**src/hdl/lrcsrp_pkg.sv**
```systemverilog
// Shared types, constants and the GF(2^8) inverse table of the repair planner.
// No dependencies; every other file of the block imports this package.
package lrcsrp_pkg;

   localparam int IDX_WIDTH      = 7;
   localparam int CFG_WIDTH      = 6;
   localparam int COEF_WIDTH     = 8;
   localparam int DIV_WIDTH      = 6;
   localparam int CSR_ADDR_WIDTH = 4;
   localparam int CSR_DATA_WIDTH = 32;
   localparam int MAX_DATA       = 32;
   localparam logic [8:0] GF_POLY = 9'h11D;

   typedef logic [255:0][COEF_WIDTH-1:0] gf_table_type;

   // Register indexes of the APB port, one 32-bit slot each.
   typedef enum logic [1:0] {
      REG_DATA_BLOCKS     = 2'd0,
      REG_LOCAL_GROUPS    = 2'd1,
      REG_GLOBAL_PARITIES = 2'd2
   } csr_reg_type;

   typedef enum logic [1:0] {
      MODE_DATA,
      MODE_LOCAL,
      MODE_GLOBAL,
      MODE_BAD
   } mode_type;

   typedef enum logic [2:0] {
      ST_IDLE,
      ST_DIV_K,
      ST_CLASSIFY,
      ST_DIV_R,
      ST_EMIT,
      ST_PARITY,
      ST_BAD
   } state_type;

   typedef struct packed {
      logic [CFG_WIDTH-1:0] data_blocks;
      logic [CFG_WIDTH-1:0] local_groups;
      logic [CFG_WIDTH-1:0] global_parities;
   } cfg_type;

   typedef struct packed {
      logic load;
      logic div_k_start;
      logic div_r_start;
      logic nr_load;
      logic mode_load;
      logic group_load;
      logic advance;
      logic push_member;
      logic push_parity;
      logic push_bad;
   } cmd_type;

   typedef struct packed {
      logic     div_done;
      mode_type mode;
      logic     nr_zero;
      logic     k_zero;
      logic     loop_end;
      logic     skip;
      logic     out_free;
   } status_type;

   // Inverse table built from the exponent sequence of generator 2; zero maps to zero.
   function automatic gf_table_type gf_inv_build();
      gf_table_type tbl;
      gf_table_type expv;
      logic [8:0]   x;
      int           i;
      int           j;
      tbl  = '0;
      expv = '0;
      x    = 9'd1;
      for (i = 0; i < 255; i++) begin
         expv[i] = x[7:0];
         x = {x[7:0], 1'b0};
         if (x[8]) begin
            x = x ^ GF_POLY;
         end
      end
      for (i = 0; i < 255; i++) begin
         j = (i == 0) ? 0 : 255 - i;
         tbl[expv[i]] = expv[j];
      end
      return tbl;
   endfunction

   localparam gf_table_type GF_INV_TABLE = gf_inv_build();

endpackage

```
**src/hdl/lrcsrp_if.sv**
```systemverilog
// Valid/ready channel interfaces for the failed-index request and the repair pairs.
// Depends on lrcsrp_pkg for field widths.
interface lrcsrp_req_if;
   import lrcsrp_pkg::*;
   logic                 valid;
   logic                 ready;
   logic [IDX_WIDTH-1:0] failed_index;

   modport source (output valid, output failed_index, input ready);
   modport sink   (input valid, input failed_index, output ready);
endinterface

interface lrcsrp_rsp_if;
   import lrcsrp_pkg::*;
   logic                  valid;
   logic                  ready;
   logic [IDX_WIDTH-1:0]  source_index;
   logic [COEF_WIDTH-1:0] coefficient;
   logic                  last;
   logic                  bad_index;

   modport source (output valid, output source_index, output coefficient,
                   output last, output bad_index, input ready);
   modport sink   (input valid, input source_index, input coefficient,
                   input last, input bad_index, output ready);
endinterface

```
**src/hdl/lrcsrp_div.sv**
```systemverilog
// Restoring divider, one quotient bit per cycle, for the group-size arithmetic.
// Depends on lrcsrp_pkg.
module lrcsrp_div (
   input  logic                             clock,
   input  logic                             reset,
   input  logic                             start,
   input  logic [lrcsrp_pkg::DIV_WIDTH-1:0] num,
   input  logic [lrcsrp_pkg::DIV_WIDTH-1:0] den,
   output logic                             done,
   output logic [lrcsrp_pkg::DIV_WIDTH-1:0] quot,
   output logic [lrcsrp_pkg::DIV_WIDTH-1:0] rem
);
   import lrcsrp_pkg::*;

   localparam int CNT_W = $clog2(DIV_WIDTH);
   localparam logic [CNT_W-1:0] LAST_STEP = CNT_W'(DIV_WIDTH - 1);

   logic                 busy_ff, busy_in;
   logic                 done_ff, done_in;
   logic [CNT_W-1:0]     cnt_ff, cnt_in;
   logic [DIV_WIDTH-1:0] acc_ff, acc_in;
   logic [DIV_WIDTH-1:0] q_ff, q_in;
   logic [DIV_WIDTH-1:0] d_ff, d_in;
   logic [DIV_WIDTH:0]   trial;
   logic [DIV_WIDTH:0]   diff;
   logic                 fits;

   assign trial = {acc_ff, q_ff[DIV_WIDTH-1]};
   assign diff  = trial - {1'b0, d_ff};
   assign fits  = (trial >= {1'b0, d_ff});

   always_comb begin
      busy_in = busy_ff;
      done_in = 1'b0;
      cnt_in  = cnt_ff;
      acc_in  = acc_ff;
      q_in    = q_ff;
      d_in    = d_ff;
      if (start) begin
         busy_in = 1'b1;
         cnt_in  = '0;
         acc_in  = '0;
         q_in    = num;
         d_in    = den;
      end else if (busy_ff) begin
         acc_in = fits ? diff[DIV_WIDTH-1:0] : trial[DIV_WIDTH-1:0];
         q_in   = {q_ff[DIV_WIDTH-2:0], fits};
         cnt_in = cnt_ff + 1'b1;
         if (cnt_ff == LAST_STEP) begin
            busy_in = 1'b0;
            done_in = 1'b1;
         end
      end
   end

   always_ff @(posedge clock) begin
      if (reset) begin
         busy_ff <= 1'b0;
         done_ff <= 1'b0;
         cnt_ff  <= '0;
      end else begin
         busy_ff <= busy_in;
         done_ff <= done_in;
         cnt_ff  <= cnt_in;
      end
   end

   always_ff @(posedge clock) begin
      acc_ff <= acc_in;
      q_ff   <= q_in;
      d_ff   <= d_in;
   end

   assign done = done_ff;
   assign quot = q_ff;
   assign rem  = acc_ff;

endmodule

```
**src/hdl/lrcsrp_csr.sv**
```systemverilog
// APB-style register file holding the stripe geometry (k, l, g).
// Depends on lrcsrp_pkg.
module lrcsrp_csr (
   input  logic                                  clock,
   input  logic                                  reset,
   input  logic                                  psel,
   input  logic                                  penable,
   input  logic                                  pwrite,
   input  logic [lrcsrp_pkg::CSR_ADDR_WIDTH-1:0] paddr,
   input  logic [lrcsrp_pkg::CSR_DATA_WIDTH-1:0] pwdata,
   output logic [lrcsrp_pkg::CSR_DATA_WIDTH-1:0] prdata,
   output logic                                  pready,
   output lrcsrp_pkg::cfg_type                   cfg
);
   import lrcsrp_pkg::*;

   cfg_type    cfg_ff, cfg_in;
   logic [1:0] reg_sel;
   logic       wr_en;

   assign reg_sel = paddr[3:2];
   assign wr_en   = psel && penable && pwrite;
   assign pready  = 1'b1;

   always_comb begin
      cfg_in = cfg_ff;
      if (wr_en) begin
         unique case (reg_sel)
            REG_DATA_BLOCKS:     cfg_in.data_blocks     = pwdata[CFG_WIDTH-1:0];
            REG_LOCAL_GROUPS:    cfg_in.local_groups    = pwdata[CFG_WIDTH-1:0];
            REG_GLOBAL_PARITIES: cfg_in.global_parities = pwdata[CFG_WIDTH-1:0];
            default:             cfg_in = cfg_ff;
         endcase
      end
   end

   always_comb begin
      unique case (reg_sel)
         REG_DATA_BLOCKS:     prdata = CSR_DATA_WIDTH'(cfg_ff.data_blocks);
         REG_LOCAL_GROUPS:    prdata = CSR_DATA_WIDTH'(cfg_ff.local_groups);
         REG_GLOBAL_PARITIES: prdata = CSR_DATA_WIDTH'(cfg_ff.global_parities);
         default:             prdata = '0;
      endcase
   end

   always_ff @(posedge clock) begin
      if (reset) begin
         cfg_ff.data_blocks     <= CFG_WIDTH'(6);
         cfg_ff.local_groups    <= CFG_WIDTH'(2);
         cfg_ff.global_parities <= CFG_WIDTH'(2);
      end else begin
         cfg_ff <= cfg_in;
      end
   end

   assign cfg = cfg_ff;

endmodule

```
**src/hdl/lrcsrp_dp.sv**
```systemverilog
// Datapath: failed-index register, group arithmetic, pair counter and output register.
// Depends on lrcsrp_pkg, lrcsrp_if and lrcsrp_div.
module lrcsrp_dp (
   input  logic                             clock,
   input  logic                             reset,
   input  lrcsrp_pkg::cfg_type              cfg,
   input  logic [lrcsrp_pkg::IDX_WIDTH-1:0] failed_index,
   input  lrcsrp_pkg::cmd_type              cmd,
   output lrcsrp_pkg::status_type           status,
   lrcsrp_rsp_if.source                     rsp
);
   import lrcsrp_pkg::*;

   logic [IDX_WIDTH-1:0]    ridx_ff;
   logic [DIV_WIDTH-1:0]    nr_ff;
   logic [DIV_WIDTH-1:0]    gidx_ff;
   logic [DIV_WIDTH-1:0]    base_ff;
   logic [DIV_WIDTH-1:0]    cnt_ff, cnt_in;
   mode_type                mode_ff;
   logic                    rsp_valid_ff, rsp_valid_in;
   logic [IDX_WIDTH-1:0]    src_ff;
   logic [COEF_WIDTH-1:0]   coef_ff;
   logic                    last_ff;
   logic                    bad_ff;

   logic [CFG_WIDTH-1:0]    k;
   logic [7:0]              total;
   logic [7:0]              ridx_ext;
   mode_type                mode_now;
   logic [DIV_WIDTH-1:0]    div_num, div_den, div_quot, div_rem;
   logic                    div_done;
   logic [DIV_WIDTH-1:0]    gidx_local;
   logic [2*DIV_WIDTH-1:0]  base_prod;
   logic [DIV_WIDTH-1:0]    loop_count;
   logic                    loop_end;
   logic [IDX_WIDTH-1:0]    member;
   logic [7:0]              inv_idx;
   logic                    out_free;
   logic                    push;

   // Clamp k to the supported maximum.
   assign k = (7'(cfg.data_blocks) > 7'(MAX_DATA)) ? CFG_WIDTH'(MAX_DATA) : cfg.data_blocks;

   assign total    = 8'(k) + 8'(cfg.local_groups) + 8'(cfg.global_parities);
   assign ridx_ext = 8'(ridx_ff);

   always_comb begin
      priority if (ridx_ext >= total) begin
         mode_now = MODE_BAD;
      end else if (ridx_ext < 8'(k)) begin
         mode_now = MODE_DATA;
      end else if (ridx_ext < 8'(k) + 8'(cfg.local_groups)) begin
         mode_now = MODE_LOCAL;
      end else begin
         mode_now = MODE_GLOBAL;
      end
   end

   assign div_num = cmd.div_k_start ? k : ridx_ff[DIV_WIDTH-1:0];
   assign div_den = cmd.div_k_start ? cfg.local_groups : nr_ff;

   lrcsrp_div u_div (
      .clock (clock),
      .reset (reset),
      .start (cmd.div_k_start | cmd.div_r_start),
      .num   (div_num),
      .den   (div_den),
      .done  (div_done),
      .quot  (div_quot),
      .rem   (div_rem)
   );

   // A lost local parity below k+l keeps gidx*nr below k.
   assign gidx_local = DIV_WIDTH'(ridx_ff - IDX_WIDTH'(k));
   assign base_prod  = gidx_local * nr_ff;

   assign loop_count = (mode_ff == MODE_GLOBAL) ? k : nr_ff;
   assign loop_end   = (cnt_ff == loop_count - 1'b1);
   assign member     = IDX_WIDTH'(base_ff) + IDX_WIDTH'(cnt_ff);
   assign inv_idx    = 8'(ridx_ff ^ IDX_WIDTH'(cnt_ff));

   assign out_free = !rsp_valid_ff || rsp.ready;
   assign push     = cmd.push_member | cmd.push_parity | cmd.push_bad;

   assign cnt_in = cmd.load ? '0 : (cmd.advance ? cnt_ff + 1'b1 : cnt_ff);

   always_comb begin
      rsp_valid_in = rsp_valid_ff;
      if (push) begin
         rsp_valid_in = 1'b1;
      end else if (rsp.ready) begin
         rsp_valid_in = 1'b0;
      end
   end

   always_ff @(posedge clock) begin
      if (reset) begin
         rsp_valid_ff <= 1'b0;
         cnt_ff       <= '0;
         mode_ff      <= MODE_BAD;
      end else begin
         rsp_valid_ff <= rsp_valid_in;
         cnt_ff       <= cnt_in;
         if (cmd.mode_load) begin
            mode_ff <= mode_now;
         end
      end
   end

   always_ff @(posedge clock) begin
      if (cmd.load) begin
         ridx_ff <= failed_index;
      end
      if (cmd.nr_load) begin
         nr_ff <= (cfg.local_groups == '0) ? '0 : div_quot;
      end
      if (cmd.mode_load) begin
         if (mode_now == MODE_LOCAL) begin
            gidx_ff <= gidx_local;
            base_ff <= base_prod[DIV_WIDTH-1:0];
         end else begin
            gidx_ff <= '0;
            base_ff <= '0;
         end
      end else if (cmd.group_load) begin
         gidx_ff <= div_quot;
         base_ff <= ridx_ff[DIV_WIDTH-1:0] - div_rem;
      end
      if (cmd.push_member) begin
         src_ff  <= member;
         coef_ff <= (mode_ff == MODE_GLOBAL) ? GF_INV_TABLE[inv_idx] : COEF_WIDTH'(1);
         last_ff <= (mode_ff != MODE_DATA) && loop_end;
         bad_ff  <= 1'b0;
      end else if (cmd.push_parity) begin
         src_ff  <= IDX_WIDTH'(k) + IDX_WIDTH'(gidx_ff);
         coef_ff <= COEF_WIDTH'(1);
         last_ff <= 1'b1;
         bad_ff  <= 1'b0;
      end else if (cmd.push_bad) begin
         src_ff  <= '0;
         coef_ff <= '0;
         last_ff <= 1'b1;
         bad_ff  <= 1'b1;
      end
   end

   assign status.div_done = div_done;
   assign status.mode     = mode_now;
   assign status.nr_zero  = (nr_ff == '0);
   assign status.k_zero   = (k == '0);
   assign status.loop_end = loop_end;
   assign status.skip     = (mode_ff == MODE_DATA) && (member == ridx_ff);
   assign status.out_free = out_free;

   assign rsp.valid        = rsp_valid_ff;
   assign rsp.source_index = src_ff;
   assign rsp.coefficient  = coef_ff;
   assign rsp.last         = last_ff;
   assign rsp.bad_index    = bad_ff;

endmodule

```
**src/hdl/lrcsrp_ctrl.sv**
```systemverilog
// Sequencer of the repair planner: divisions, classification and pair emission.
// Depends on lrcsrp_pkg.
module lrcsrp_ctrl (
   input  logic                   clock,
   input  logic                   reset,
   input  logic                   req_valid,
   output logic                   req_ready,
   input  lrcsrp_pkg::status_type status,
   output lrcsrp_pkg::cmd_type    cmd
);
   import lrcsrp_pkg::*;

   state_type state_ff, state_in;
   logic      step;
   // Remember whether the plan in flight is a data-block plan.
   logic      data_mode_ff, data_mode_in;

   assign step = status.skip || status.out_free;

   assign data_mode_in = (state_ff == ST_CLASSIFY) ? (status.mode == MODE_DATA) : data_mode_ff;

   always_comb begin
      state_in = state_ff;
      unique case (state_ff)
         ST_IDLE: begin
            if (req_valid) state_in = ST_DIV_K;
         end
         ST_DIV_K: begin
            if (status.div_done) state_in = ST_CLASSIFY;
         end
         ST_CLASSIFY: begin
            unique case (status.mode)
               MODE_BAD:    state_in = ST_BAD;
               MODE_DATA:   state_in = status.nr_zero ? ST_PARITY : ST_DIV_R;
               MODE_LOCAL:  state_in = status.nr_zero ? ST_IDLE : ST_EMIT;
               MODE_GLOBAL: state_in = status.k_zero ? ST_IDLE : ST_EMIT;
               default:     state_in = ST_IDLE;
            endcase
         end
         ST_DIV_R: begin
            if (status.div_done) state_in = ST_EMIT;
         end
         ST_EMIT: begin
            // A lost data block closes with its local parity.
            if (step && status.loop_end) begin
               state_in = data_mode_ff ? ST_PARITY : ST_IDLE;
            end
         end
         ST_PARITY: begin
            if (status.out_free) state_in = ST_IDLE;
         end
         ST_BAD: begin
            if (status.out_free) state_in = ST_IDLE;
         end
         default: state_in = ST_IDLE;
      endcase
   end

   always_comb begin
      cmd       = '0;
      req_ready = 1'b0;
      unique case (state_ff)
         ST_IDLE: begin
            req_ready = 1'b1;
            if (req_valid) begin
               cmd.load        = 1'b1;
               cmd.div_k_start = 1'b1;
            end
         end
         ST_DIV_K: begin
            cmd.nr_load = status.div_done;
         end
         ST_CLASSIFY: begin
            cmd.mode_load   = 1'b1;
            cmd.div_r_start = (status.mode == MODE_DATA) && !status.nr_zero;
         end
         ST_DIV_R: begin
            cmd.group_load = status.div_done;
         end
         ST_EMIT: begin
            cmd.advance     = step;
            cmd.push_member = !status.skip && status.out_free;
         end
         ST_PARITY: begin
            cmd.push_parity = status.out_free;
         end
         ST_BAD: begin
            cmd.push_bad = status.out_free;
         end
         default: begin
            cmd = '0;
         end
      endcase
   end

   always_ff @(posedge clock) begin
      if (reset) begin
         state_ff     <= ST_IDLE;
         data_mode_ff <= 1'b0;
      end else begin
         state_ff     <= state_in;
         data_mode_ff <= data_mode_in;
      end
   end

endmodule

```
**src/hdl/lrc_single_repair_plan_top.sv**
```systemverilog
// Top level of the single-failure repair planner for a local reconstruction code stripe.
// Depends on lrcsrp_pkg, lrcsrp_if, lrcsrp_csr, lrcsrp_dp and lrcsrp_ctrl.
//
// Usage
//   Write the stripe geometry (k data blocks, l local groups, g global parities) through
//   the APB port at byte addresses 0, 4 and 8 while the block is idle; pready is always high.
//   Offer the index of one lost block as a word on req_chan. The block answers with a run
//   of words on rsp_chan, each a (source block, GF(2^8) coefficient) pair, the final one
//   flagged by last. An index outside the stripe gives a single word with bad_index set.
//   A lost local parity with an empty group, or a lost global parity with k = 0, gives
//   no word at all.
// Throughput (no stall on rsp_chan)
//   One item at a time. The shared 6-step divider first divides k by l for every plan; a
//   lost data block in a group of nr needs a second division and has one skipped slot for
//   the lost block itself. Pairs then leave at one a cycle from the output register, but
//   for the skipped slot.
// Reset
//   Synchronous, active high; restores k = 6, l = 2, g = 2 and drops any plan in flight.
// Stalls
//   A stalled rsp_chan holds the output word and halts the sequencer only where it pushes;
//   req_chan is ready again as soon as the final pair sits in the output register.
module lrc_single_repair_plan_top (
   input  logic                                  clock,
   input  logic                                  reset,
   lrcsrp_req_if.sink                            req_chan,
   lrcsrp_rsp_if.source                          rsp_chan,
   input  logic                                  psel,
   input  logic                                  penable,
   input  logic                                  pwrite,
   input  logic [lrcsrp_pkg::CSR_ADDR_WIDTH-1:0] paddr,
   input  logic [lrcsrp_pkg::CSR_DATA_WIDTH-1:0] pwdata,
   output logic [lrcsrp_pkg::CSR_DATA_WIDTH-1:0] prdata,
   output logic                                  pready
);
   import lrcsrp_pkg::*;

   cfg_type    cfg;
   cmd_type    cmd;
   status_type status;
   logic       req_ready;

   // Geometry registers.
   lrcsrp_csr u_csr (
      .clock   (clock),
      .reset   (reset),
      .psel    (psel),
      .penable (penable),
      .pwrite  (pwrite),
      .paddr   (paddr),
      .pwdata  (pwdata),
      .prdata  (prdata),
      .pready  (pready),
      .cfg     (cfg)
   );

   // Sequencer: accept a word only when the previous plan has been handed over.
   lrcsrp_ctrl u_ctrl (
      .clock     (clock),
      .reset     (reset),
      .req_valid (req_chan.valid),
      .req_ready (req_ready),
      .status    (status),
      .cmd       (cmd)
   );

   assign req_chan.ready = req_ready;

   // Arithmetic, pair counter and output register.
   lrcsrp_dp u_dp (
      .clock        (clock),
      .reset        (reset),
      .cfg          (cfg),
      .failed_index (req_chan.failed_index),
      .cmd          (cmd),
      .status       (status),
      .rsp          (rsp_chan)
   );

`ifndef SYNTHESIS
   // One plan at a time: drop ready right after taking a word.
   a_one_item: assert property (@(posedge clock) disable iff (reset)
      req_chan.valid && req_chan.ready |=> !req_chan.ready)
      else $error("request taken while a plan is in flight");

   // An out-of-stripe answer is a lone, zeroed, final word.
   a_bad_word: assert property (@(posedge clock) disable iff (reset)
      rsp_chan.valid && rsp_chan.bad_index |->
         rsp_chan.last && rsp_chan.source_index == '0 && rsp_chan.coefficient == '0)
      else $error("bad-index word malformed");

   // Every real repair pair carries a non-zero coefficient.
   a_coef_nonzero: assert property (@(posedge clock) disable iff (reset)
      rsp_chan.valid && !rsp_chan.bad_index |-> rsp_chan.coefficient != '0)
      else $error("repair pair with zero coefficient");

   // No new pair may be loaded while the receiver stalls a pending one.
   a_no_overwrite: assert property (@(posedge clock) disable iff (reset)
      rsp_chan.valid && !rsp_chan.ready |->
         !(cmd.push_member || cmd.push_parity || cmd.push_bad))
      else $error("output word overwritten under stall");
`endif

endmodule
```
**src/flat_wrapper.sv**
```systemverilog
// flat-port wrapper written by rule: the top's interface ports become plain ports
module lrc_single_repair_plan_top_flat import lrcsrp_pkg::*;
  (clock, reset, psel, penable, pwrite, paddr, pwdata, prdata, pready, req_chan_valid, req_chan_failed_index, req_chan_ready, rsp_chan_valid, rsp_chan_source_index, rsp_chan_coefficient, rsp_chan_last, rsp_chan_bad_index, rsp_chan_ready);
  lrcsrp_req_if req_chan_i ();
  lrcsrp_rsp_if rsp_chan_i ();
  input  logic clock;
  input  logic reset;
  input  logic psel;
  input  logic penable;
  input  logic pwrite;
  input  logic [lrcsrp_pkg::CSR_ADDR_WIDTH-1:0] paddr;
  input  logic [lrcsrp_pkg::CSR_DATA_WIDTH-1:0] pwdata;
  output logic [lrcsrp_pkg::CSR_DATA_WIDTH-1:0] prdata;
  output logic pready;
  input wire logic [$bits(req_chan_i.valid)-1:0] req_chan_valid;
  input wire logic [$bits(req_chan_i.failed_index)-1:0] req_chan_failed_index;
  output wire logic [$bits(req_chan_i.ready)-1:0] req_chan_ready;
  output wire logic [$bits(rsp_chan_i.valid)-1:0] rsp_chan_valid;
  output wire logic [$bits(rsp_chan_i.source_index)-1:0] rsp_chan_source_index;
  output wire logic [$bits(rsp_chan_i.coefficient)-1:0] rsp_chan_coefficient;
  output wire logic [$bits(rsp_chan_i.last)-1:0] rsp_chan_last;
  output wire logic [$bits(rsp_chan_i.bad_index)-1:0] rsp_chan_bad_index;
  input wire logic [$bits(rsp_chan_i.ready)-1:0] rsp_chan_ready;
  assign req_chan_i.valid = req_chan_valid;
  assign req_chan_i.failed_index = req_chan_failed_index;
  assign req_chan_ready = req_chan_i.ready;
  assign rsp_chan_valid = rsp_chan_i.valid;
  assign rsp_chan_source_index = rsp_chan_i.source_index;
  assign rsp_chan_coefficient = rsp_chan_i.coefficient;
  assign rsp_chan_last = rsp_chan_i.last;
  assign rsp_chan_bad_index = rsp_chan_i.bad_index;
  assign rsp_chan_i.ready = rsp_chan_ready;
  lrc_single_repair_plan_top u_core (.clock(clock), .reset(reset), .req_chan(req_chan_i), .rsp_chan(rsp_chan_i), .psel(psel), .penable(penable), .pwrite(pwrite), .paddr(paddr), .pwdata(pwdata), .prdata(prdata), .pready(pready));
endmodule
```
**config.mk**
```make
export PLATFORM = sky130hd
export DESIGN_NAME = lrc_single_repair_plan_top_flat
export DESIGN_NICKNAME = d
export VERILOG_FILES = /design/src/hdl/lrcsrp_pkg.sv /design/src/hdl/lrcsrp_if.sv /design/src/hdl/lrcsrp_div.sv /design/src/hdl/lrcsrp_csr.sv /design/src/hdl/lrcsrp_dp.sv /design/src/hdl/lrcsrp_ctrl.sv /design/src/hdl/lrc_single_repair_plan_top.sv /design/src/flat_wrapper.sv
export SDC_FILE = /design/constraint.sdc
export NUM_CORES = 1
export LEC_CHECK = 0
export ABC_CLOCK_PERIOD_IN_PS = 5600
export BUFFER_PORTS_ARGS = -buffer_cell sky130_fd_sc_hd__buf_2
export CORE_MARGIN = 2
export CORE_UTILIZATION = 55
export CTS_CLUSTER_SIZE = 16
export DETAILED_ROUTE_END_ITERATION = 6
export PLACE_DENSITY_LB_ADDON = 0.08
export SLEW_MARGIN = 20
export SYNTH_ARGS = -nofsm -noshare
export SYNTH_HDL_FRONTEND = slang
export SYNTH_SLANG_ARGS = --single-unit
```
**constraint.sdc**
```tcl
create_clock -name clock -period 5.6 [get_ports clock]
set_input_delay 0.56 -clock clock [delete_from_list [all_inputs] [get_ports clock]]
set_output_delay 0.56 -clock clock [all_outputs]
set_load 0.02 [all_outputs]
```
Word level (Yosys, flattened, before mapping)
Memories as Yosys holds them, arrays and structs flattened.
Index checks and enable logic that the tools add are counted.

word-level totals
  memories kept = 1
  input bits = 50
  flip-flop bits (word level) = 96
  ROM bits = 2048
  logic and storage cells = 153

cells by class
  magnitude comparators = 6
  reductions and logical operators = 33
  equal/unequal tests = 20
  multiply operators = 1
  bitwise operators = 5
  add/subtract/negate cells = 10
  mux-type cells = 55

memory list
  memory            depth  width  read ports  clocked after memory_dff  write ports  line              source
  (name not given)  256    8      1           0                         0            lrcsrp_dp.sv:131  coef_ff <= (mode_ff == MODE_GLOBAL) ? GF_INV_TABLE[inv_idx] : COEF_WIDTH'(1);

operators by type and width
  kind                                                         number
  2-to-1 mux 6 bit                                             13
  2-to-1 mux 8 bit                                             5
  2-to-1 mux 3 bit                                             9
  adder 6 x 6 -> 7 bit                                         3
  2-to-1 mux 7 bit                                             3
  logical NOT 6 bit                                            3
  one-hot mux 3 bit (6 select lines)                           1
  one-hot mux 6 bit (3 select lines)                           1
  subtractor 6 bit                                             3
  2-to-1 mux 1 bit                                             16
  equality test 3 bit (second input constant)                  4
  2-to-1 mux 2 bit                                             6
  one-hot mux 3 bit (4 select lines)                           1
  less-than comparator 7 x 9 -> 1 bit (second input constant)  1
  adder 8 x 6 -> 8 bit                                         1
  equality test 2 bit (second input constant)                  4
  greater-or-equal comparator 7 x 8 -> 1 bit                   1
  inequality test 2 bit (second input constant)                4
  nonzero test 2 bit                                           4
  OR reduction 2 bit                                           4
  equality test 7 bit                                          1
  greater-or-equal comparator 7 x 6 -> 1 bit                   1
  logical AND 1 bit                                            7
  less-than comparator 7 x 6 -> 1 bit                          1
  other kinds (22)                                             33

Depth between registers and ports, before layout
Gate-level depths: netlist of run 1.

  word-level depth = 12
  depth in mapped cells = 24
  gate-level depth less buffers = 21

Hierarchy
From an unflattened synthesis of run 1, not the netlist that was laid out.

unflattened totals
  cell total of the unflattened synthesis = 1060
  area total of the unflattened synthesis = 9087.5 sq um

by module, submodules not included
  module       times used  area each (sq um)  cells each
  lrcsrp_dp    1           6346.1             767
  lrcsrp_div   1           1231.2             113
  lrcsrp_csr   1           1102.3             121
  lrcsrp_ctrl  1           407.9              59

Worst setup path before layout of run 1
No wires, ideal clock.

  path kind = register to register
  start point = register u_core.u_csr.cfg_ff, in the netlist u_core.u_csr.cfg[17]
  end point = register u_core.u_dp.base_ff[5] (data pin)
  stages on the path, launching flop included = 21
  slack = 0.445 ns
  library setup time = 0.256 ns
  arrival = 4.898 ns
  period minus slack after synthesis = 5.155 ns
  data required time = 5.344 ns
  cells stage by stage = dfxtp_1 -> buf_2 -> nor2b_1 -> ha_1 -> inv_1 -> fa_1 -> a21o_1 -> a21oi_1 -> xnor2_1 -> and2_1 -> fa_1 -> ha_1 -> fa_1 -> inv_1 -> fa_1 -> xor2_1 -> xnor2_1 -> xnor2_1 -> xnor2_1 -> xnor3_1 -> a22o_1

between the ends
  longest elaborated chain between the ends = 10

ends and longest elaborated chain
  what                                                                          line              source
  from (decl)                                                                   lrcsrp_csr.sv:17  cfg_type cfg_ff, cfg_in;
  from (signal assigned)                                                        lrcsrp_csr.sv:52  cfg_ff <= cfg_in;
  greater-than comparator 6 bit                                                 lrcsrp_dp.sv:42   assign k = (7'(cfg.data_blocks) > 7'(MAX_DATA)) ? CFG_WIDTH'(MAX_DATA) : cfg.data_blocks;
  2-to-1 mux 6 bit *                                                            lrcsrp_dp.sv:42
  parallel branches: the longest is 6 deep, another holds adder 8 x 6 -> 8 bit  n/a
  2-to-1 mux 6 bit *                                                            lrcsrp_dp.sv:118  if (mode_now == MODE_LOCAL) begin
  2-to-1 mux 6 bit *                                                            lrcsrp_dp.sv:117  if (cmd.mode_load) begin
  to (signal assigned)                                                          lrcsrp_dp.sv:120  base_ff <= base_prod[DIV_WIDTH-1:0];
  to (signal assigned)                                                          lrcsrp_dp.sv:127  base_ff <= ridx_ff[DIV_WIDTH-1:0] - div_rem;
  to (decl)                                                                     lrcsrp_dp.sv:17   logic [DIV_WIDTH-1:0] base_ff;

Mark *: on every way between the ends.
A chain may end at the register's enable or synchronous reset.

Worst setup path after layout of run 1
  start point = register u_core.u_csr.cfg_ff, in the netlist u_core.u_csr.cfg[12]
  end point = register u_core.u_dp.base_ff[5] (data pin)

Same word-level chain as after synthesis.

==> results of run 1 <==
==> report_power, final <==
part / internal [mW] / total, mW / switching [mW] / leakage, nW
registers: 0.979 / 1.12 / 0.144 / 0.846
clock network: 0.350 / 0.637 / 0.286 / 0.146
logic: 0.920 / 2.32 / 1.40 / 2.83
total: 2.25 / 4.08 / 1.83 / 3.82
==> routing by layer <==
metal / track usage, % / wire length, um / vias up
met2: 44.5 / 10600 / 304
li1: - / - / 3725
met1: 38.8 / 10200 / 3507
met3: 4.59 / 1590 / 61
met5: 0 / 0 / -
met4: 11.8 / 851 / 0
==> kinds of logic (layout without fill, tap and decap cells) <==
kind of cell / Yosys count / after routing
AO/OA/AOI/OAI: 271 / 271
XOR/XNOR: 63 / 63
adder cells (fa/ha/maj): 90 / 90
buffers and inverters: 134 / 133
flip-flops: 96 / 96
multiplexers: 48 / 48
other: 2 / 27
AND/OR/NAND/NOR: 329 / 329
==> stage by stage <==
stage	instances	util, %	worst slack [ps]	hold slack (ps)
2_1_floorplan	1058	-	445	444
3_3_place_gp	1257	58.0	421	464
3_5_place_dp	1257	58.0	311	466
4_1_cts	1273	59.9	319	381
5_1_grt	1273	59.9	12.8	383
6_report	1273	59.9	285	386
==> area by class of cell <==
| type | count | area [um^2] | area share [%] |
|---|---|---|---|
| Timing Repair Buffer | 71 | 418 | 4.44 |
| Clock buffer | 10 | 229 | 2.43 |
| Multi-Input combinational cell | 828 | 5810 | 61.7 |
| Tap cell | 216 | 270 | 2.87 |
| Sequential cell | 96 | 2450 | 26.0 |
| Inverter | 46 | 173 | 1.83 |
| Clock inverter | 6 | 67.6 | 0.718 |
==> worst max-delay path by stage <==
stage	startpoint	to	slack [ps]	cells past startpoint
6_report	u_core.u_csr.cfg[12]	u_core.u_dp.base_ff[5]	290	19
3_5_place_dp	u_core.u_dp.ridx_ff[0]	u_core.u_dp.base_ff[5]	310	19
3_3_place_gp	u_core.u_csr.cfg[12]	u_core.u_dp.base_ff[5]	420	19
2_1_floorplan	u_core.u_csr.cfg[17]	u_core.u_dp.base_ff[5]	450	20
5_1_grt	u_core.u_csr.cfg[12]	u_core.u_dp.base_ff[5]	10	19
4_1_cts	u_core.u_csr.cfg[12]	u_core.u_dp.base_ff[5]	320	19
==> sequential cells by signal, indices dropped and copies added (netlist names) <==
signal	flops
u_core.u_dp.rsp.coefficient	8
u_core.u_dp.cnt_ff	6
u_core.u_ctrl.state_ff	3
u_core.u_csr.cfg	18
u_core.u_dp.rsp.valid	1
u_core.u_dp.nr_ff	6
u_core.u_dp.rsp.source_index	7
u_core.u_dp.u_div.done	1
u_core.u_dp.u_div.busy_ff	1
u_core.u_ctrl.data_mode_ff	1
u_core.u_dp.rsp.bad_index	1
u_core.u_dp.base_ff	6
u_core.u_dp.rsp.last	1
u_core.u_dp.gidx_ff	6
u_core.u_dp.u_div.d_ff	6
u_core.u_dp.ridx_ff	7
u_core.u_dp.u_div.cnt_ff	3
u_core.u_dp.u_div.rem	6
u_core.u_dp.mode_ff	2
u_core.u_dp.u_div.quot	6
==> layout by cell type, fill, tap and decap left out, drive strengths merged, types with 10 or more instances in the layout <==
| master | n |
|---|---|
| nand3 | 14 |
| nand2b | 16 |
| nand2 | 96 |
| ha | 78 |
| and2 | 20 |
| buf | 71 |
| a21o | 11 |
| clkbuf | 10 |
| nor3 | 27 |
| dfxtp | 43 |
| conb | 27 |
| a21oi | 50 |
| nor2b | 14 |
| o211ai | 17 |
| xor2 | 22 |
| a211oi | 23 |
| mux2i | 41 |
| fa | 12 |
| nor2 | 103 |
| a311oi | 13 |
| o22ai | 11 |
| edfxtp | 53 |
| o21ai | 67 |
| xnor2 | 40 |
| inv | 48 |
==> qor.yml, run 1 <==
rows: 46
routedWlPerCell_um: 18.3
maxCapViolations: 0
ys_seq_area_share_pct: 28.0
antenna_found_initial: 0
postCtsHoldBufs: 0
initial_core_util_pct: 55.8
path_clk_slew_ps: 80
muxShareOfSynthArea_pct: 5.71
clock.fmax_mhz: 188
rr_startpoint: "u_core.u_csr.cfg[12]"
hold_start: "req_chan_failed_index[3]"
firstDrtPassIters: 7
cts-resized-gates: 0
synth_cell_type_count: 71
ant_nets: 0
path_cells: "nor2b_1 -> ha_1 -> inv_1 -> fa_1 -> a21o_1 -> a21oi_1 -> xnor2_1 -> and2_1 -> fa_1 -> ha_1 -> fa_1 -> inv_1 -> fa_1 -> xor2_1 -> xnor2_1 -> xnor2_1 -> xnor2_1 -> xnor3_1 -> a22o_1"
track_usage_pct: 28.3
dominantRegCellSynth: "edfxtp_1"
io_buffer_count: 46
syn_inst: 1033
period_needed_ps: 5310
yosysTopAreaCellShare_pct: 18.2
wl_um: 23300
path_delay_family: "adder cells"
yosys-top-cells-count: "nor2_1 (103), nand2_1 (96), ha_1 (78), o21ai_0 (66), edfxtp_1 (53)"
core-area_um2: 15700
die_y_um: 130
setup_viol: 0
powerDensity_nw_per_um2: 434
arrival_ps: 5430
r2r-end: "u_core.u_dp.base_ff[5]"
path_class: "reg -> reg"
hold_viol_final: 0
placed_area_um2: 9110
vias: 7597
slew_headroom_pct: 26.3
synth_xor_area_share_pct: 6.45
clk_latency_ps: 360
p_total_mw: 4.08
drive_above_1_share_pct: 10.8
cts_buffer_depth: 2
start_kind: "flop"
vdd.ir_drop.worst_v: 0.000263
synth_fa_ha_area_share_pct: 13.9
numCtsBuffers: 9
cp.required_ps: 5710
cp_slowest_cell: "fa_1"
worst-path-buf-inv: 2
yosysTopAreaCell: "edfxtp_1"
tightest_slew_ps: 1100
insertedDiodeCount: 0
ys_warn_count: 0
slew_violations: 0
cp_max_fo: 4
grt_pass1_vias: 6909
synthSimpleGateAreaFrac_pct: 17.7
ff2ff_path_depth: 19
cts_tree: "done"
syn_avg_cell_area_um2: 8.48
synthTopCellsByArea: "edfxtp_1 (18%), ha_1 (11%), dfxtp_1 (9.8%)"
crit_path_max_incr_delay_ps: 560
io_pins: 102
async_reset_ff_share_pct: 0
h-tree-depth: 3
drt-vias-per-instance: 5.97
clock-sinks: 96
synth_edf_count: 53
die_x_um: 130
yosysMostFrequentCell: "nor2_1"
fin_area_um2: 9420
outcome: "finished clean"
rsz0062_at_grt: "no"
ctsRootBufferMaster: "clkbuf_16"
tns_ps: 0
syn2layout_area_growth_pct: 7.44
drtIter0Drc: 716
grt_max_degree: 41
synth_area_um2: 8760
synth_top_family_by_area: "compound AO/OA/AOI/OAI gates"
post_cts_buffers: 0
grt_pass1_wl_um: 37100
ys_seq_elements: 96
dp_hpwl_um: 17100
hold-path-cell-count: 1
synth-compound-area-share_pct: 20.8
hp-class: "in -> reg"
grt_overflow: 0
leakage_nw: 3.82
worstHoldEndpoint: "u_core.u_dp.ridx_ff[3]"
fill_cells: 1457
reg2reg_slack_ps: 290
drc: 0
dieArea_um2: 17000
gp_congestion: 0.970
worst_setup_path_end_kind: "flop"
finClkSkew_ps: 10.9
min_period_over_period_pct: 94.9
layout.nets: 1192
Note: power is estimated with default switching activity, not from simulation.
==> inputs of run 2 (changes only) <==
Settings changed: SETUP_SLACK_MARGIN from default to 0.3.
==> qor.yml, run 2 (synthesis results as in run 1) <==
gp_congestion: 0.970
rsz0062_at_grt: "yes"
grt_pass1_vias: 6909
rows: 46
placed_area_um2: 9110
syn2layout_area_growth_pct: 7.59
setup_viol: 0
cp.required_ps: 5710
die_y_um: 130
path_class: "reg -> reg"
wl_um: 23400
start_kind: "flop"
slew_headroom_pct: 24.8
ff2ff_path_depth: 19
final_common_cell: "nor2_1"
grt_pass1_wl_um: 37100
track_usage_pct: 28.3
clock-sinks: 96
initial_core_util_pct: 55.8
maxCapViolations: 0
r2r-end: "u_core.u_dp.base_ff[5]"
layout_common_cells: "nor2_1 (102), nand2_1 (96), ha_1 (78)"
insertedDiodeCount: 0
die_x_um: 130
hold_viol_final: 0
worstHoldEndpoint: "u_core.u_dp.ridx_ff[3]"
cp_max_fo: 4
drive_above_1_share_pct: 11.2
hold-path-cell-count: 1
finClkSkew_ps: 11.0
drt-vias-per-instance: 6.00
ctsRootBufferMaster: "clkbuf_16"
period_needed_ps: 5050
clk_latency_ps: 350
drtIter0Drc: 742
core-area_um2: 15700
reg2reg_slack_ps: 550
leakage_nw: 3.83
arrival_ps: 5170
clock.fmax_mhz: 198
io_pins: 102
min_period_over_period_pct: 90.3
vdd.ir_drop.worst_v: 0.000264
powerDensity_nw_per_um2: 432
ant_nets: 0
fin_area_um2: 9430
postCtsHoldBufs: 0
tns_ps: 0
slew_violations: 0
drc: 0
multi_input_area_um2: 5810
path_clk_slew_ps: 80
io_buffer_count: 46
antenna_found_initial: 0
dp_hpwl_um: 17100
layout.nets: 1193
cts_buffer_depth: 2
firstDrtPassIters: 6
seq_area_um2: 2450
grt_overflow: 0
largest_reg_flops: 18
grt_max_degree: 41
hold_start: "req_chan_failed_index[3]"
dieArea_um2: 17000
tightest_slew_ps: 1120
worst_setup_path_end_kind: "flop"
routedWlPerCell_um: 18.4
fill_cells: 1454
outcome: "finished clean"
rr_startpoint: "u_core.u_csr.cfg[12]"
hp-class: "in -> reg"
vias: 7638
h-tree-depth: 3
cts_tree: "done"
numCtsBuffers: 9
run 2: worst max path at each step:
stage / from / end
4_1_cts: u_core.u_csr.cfg[12] / u_core.u_dp.base_ff[5]
6_report: u_core.u_csr.cfg[12] / u_core.u_dp.base_ff[5]
5_1_grt: u_core.u_csr.cfg[17] / u_core.u_dp.u_div.quot[3]
3_3_place_gp: u_core.u_csr.cfg[12] / u_core.u_dp.base_ff[5]
3_5_place_dp: u_core.u_dp.ridx_ff[0] / u_core.u_dp.base_ff[5]
2_1_floorplan: u_core.u_csr.cfg[17] / u_core.u_dp.base_ff[5]
run 2: routing by layer:
metal / vias to the layer above / global-route usage, % / share of wire, %
met5: - / 0 / 0
met4: 0 / 11.8 / 3.6
met3: 65 / 4.59 / 6.5
met2: 323 / 44.5 / 45
li1: 3726 / - / -
met1: 3524 / 38.8 / 45
run 2: per-stage QoR:
stage               power [mW]  instances  setup WS [ps]  hold slack [ps]  util, %
finish                    4.08       1274            545              387     60.0
global route              4.38       1274            306              383     60.0
CTS                       4.07       1273            319              381     59.9
detailed placement        3.42       1257            311              466     58.0
global placement          3.40       1257            421              464     58.0
floorplan                 2.86       1058            445              444        -
run 2: repair_timing:
action / 4_1_cts / 5_1_grt
endpoints found under the setup margin: 0 / 1
gates resized for setup: 0 / 4
setup buffers: 0 / 1
run 2: worst max-delay path, stage by stage, from the launching register on:
cell and delay, ps:
dfxtp_2 370, nor2b_2 170, ha_1 180, inv_1 60
fa_1 400, a21o_1 170, a21oi_1 180, xnor2_1 160
and2_1 170, fa_1 430, ha_1 320, fa_1 550
inv_1 60, fa_1 420, xor2_1 160, xnor2_1 200
xnor2_1 160, xnor2_1 150, xnor3_1 240, a22o_1 240
run 2: power by group:
group,switching (mW),leakage [nW],internal [mW],total (mW)
combinational,1.41,2.83,0.908,2.32
clock,0.285,0.146,0.350,0.635
sequential,0.145,0.847,0.979,1.12
run 2: final cells by class:
class                      count  share of cell area (%)
clock buffer                  10                    2.43
multi-input combinational    828                    61.6
tap                          216                    2.87
clock inverter                 6                   0.716
timing repair buffer          72                    4.51
inverter                      46                    1.83
sequential                    96                    26.0
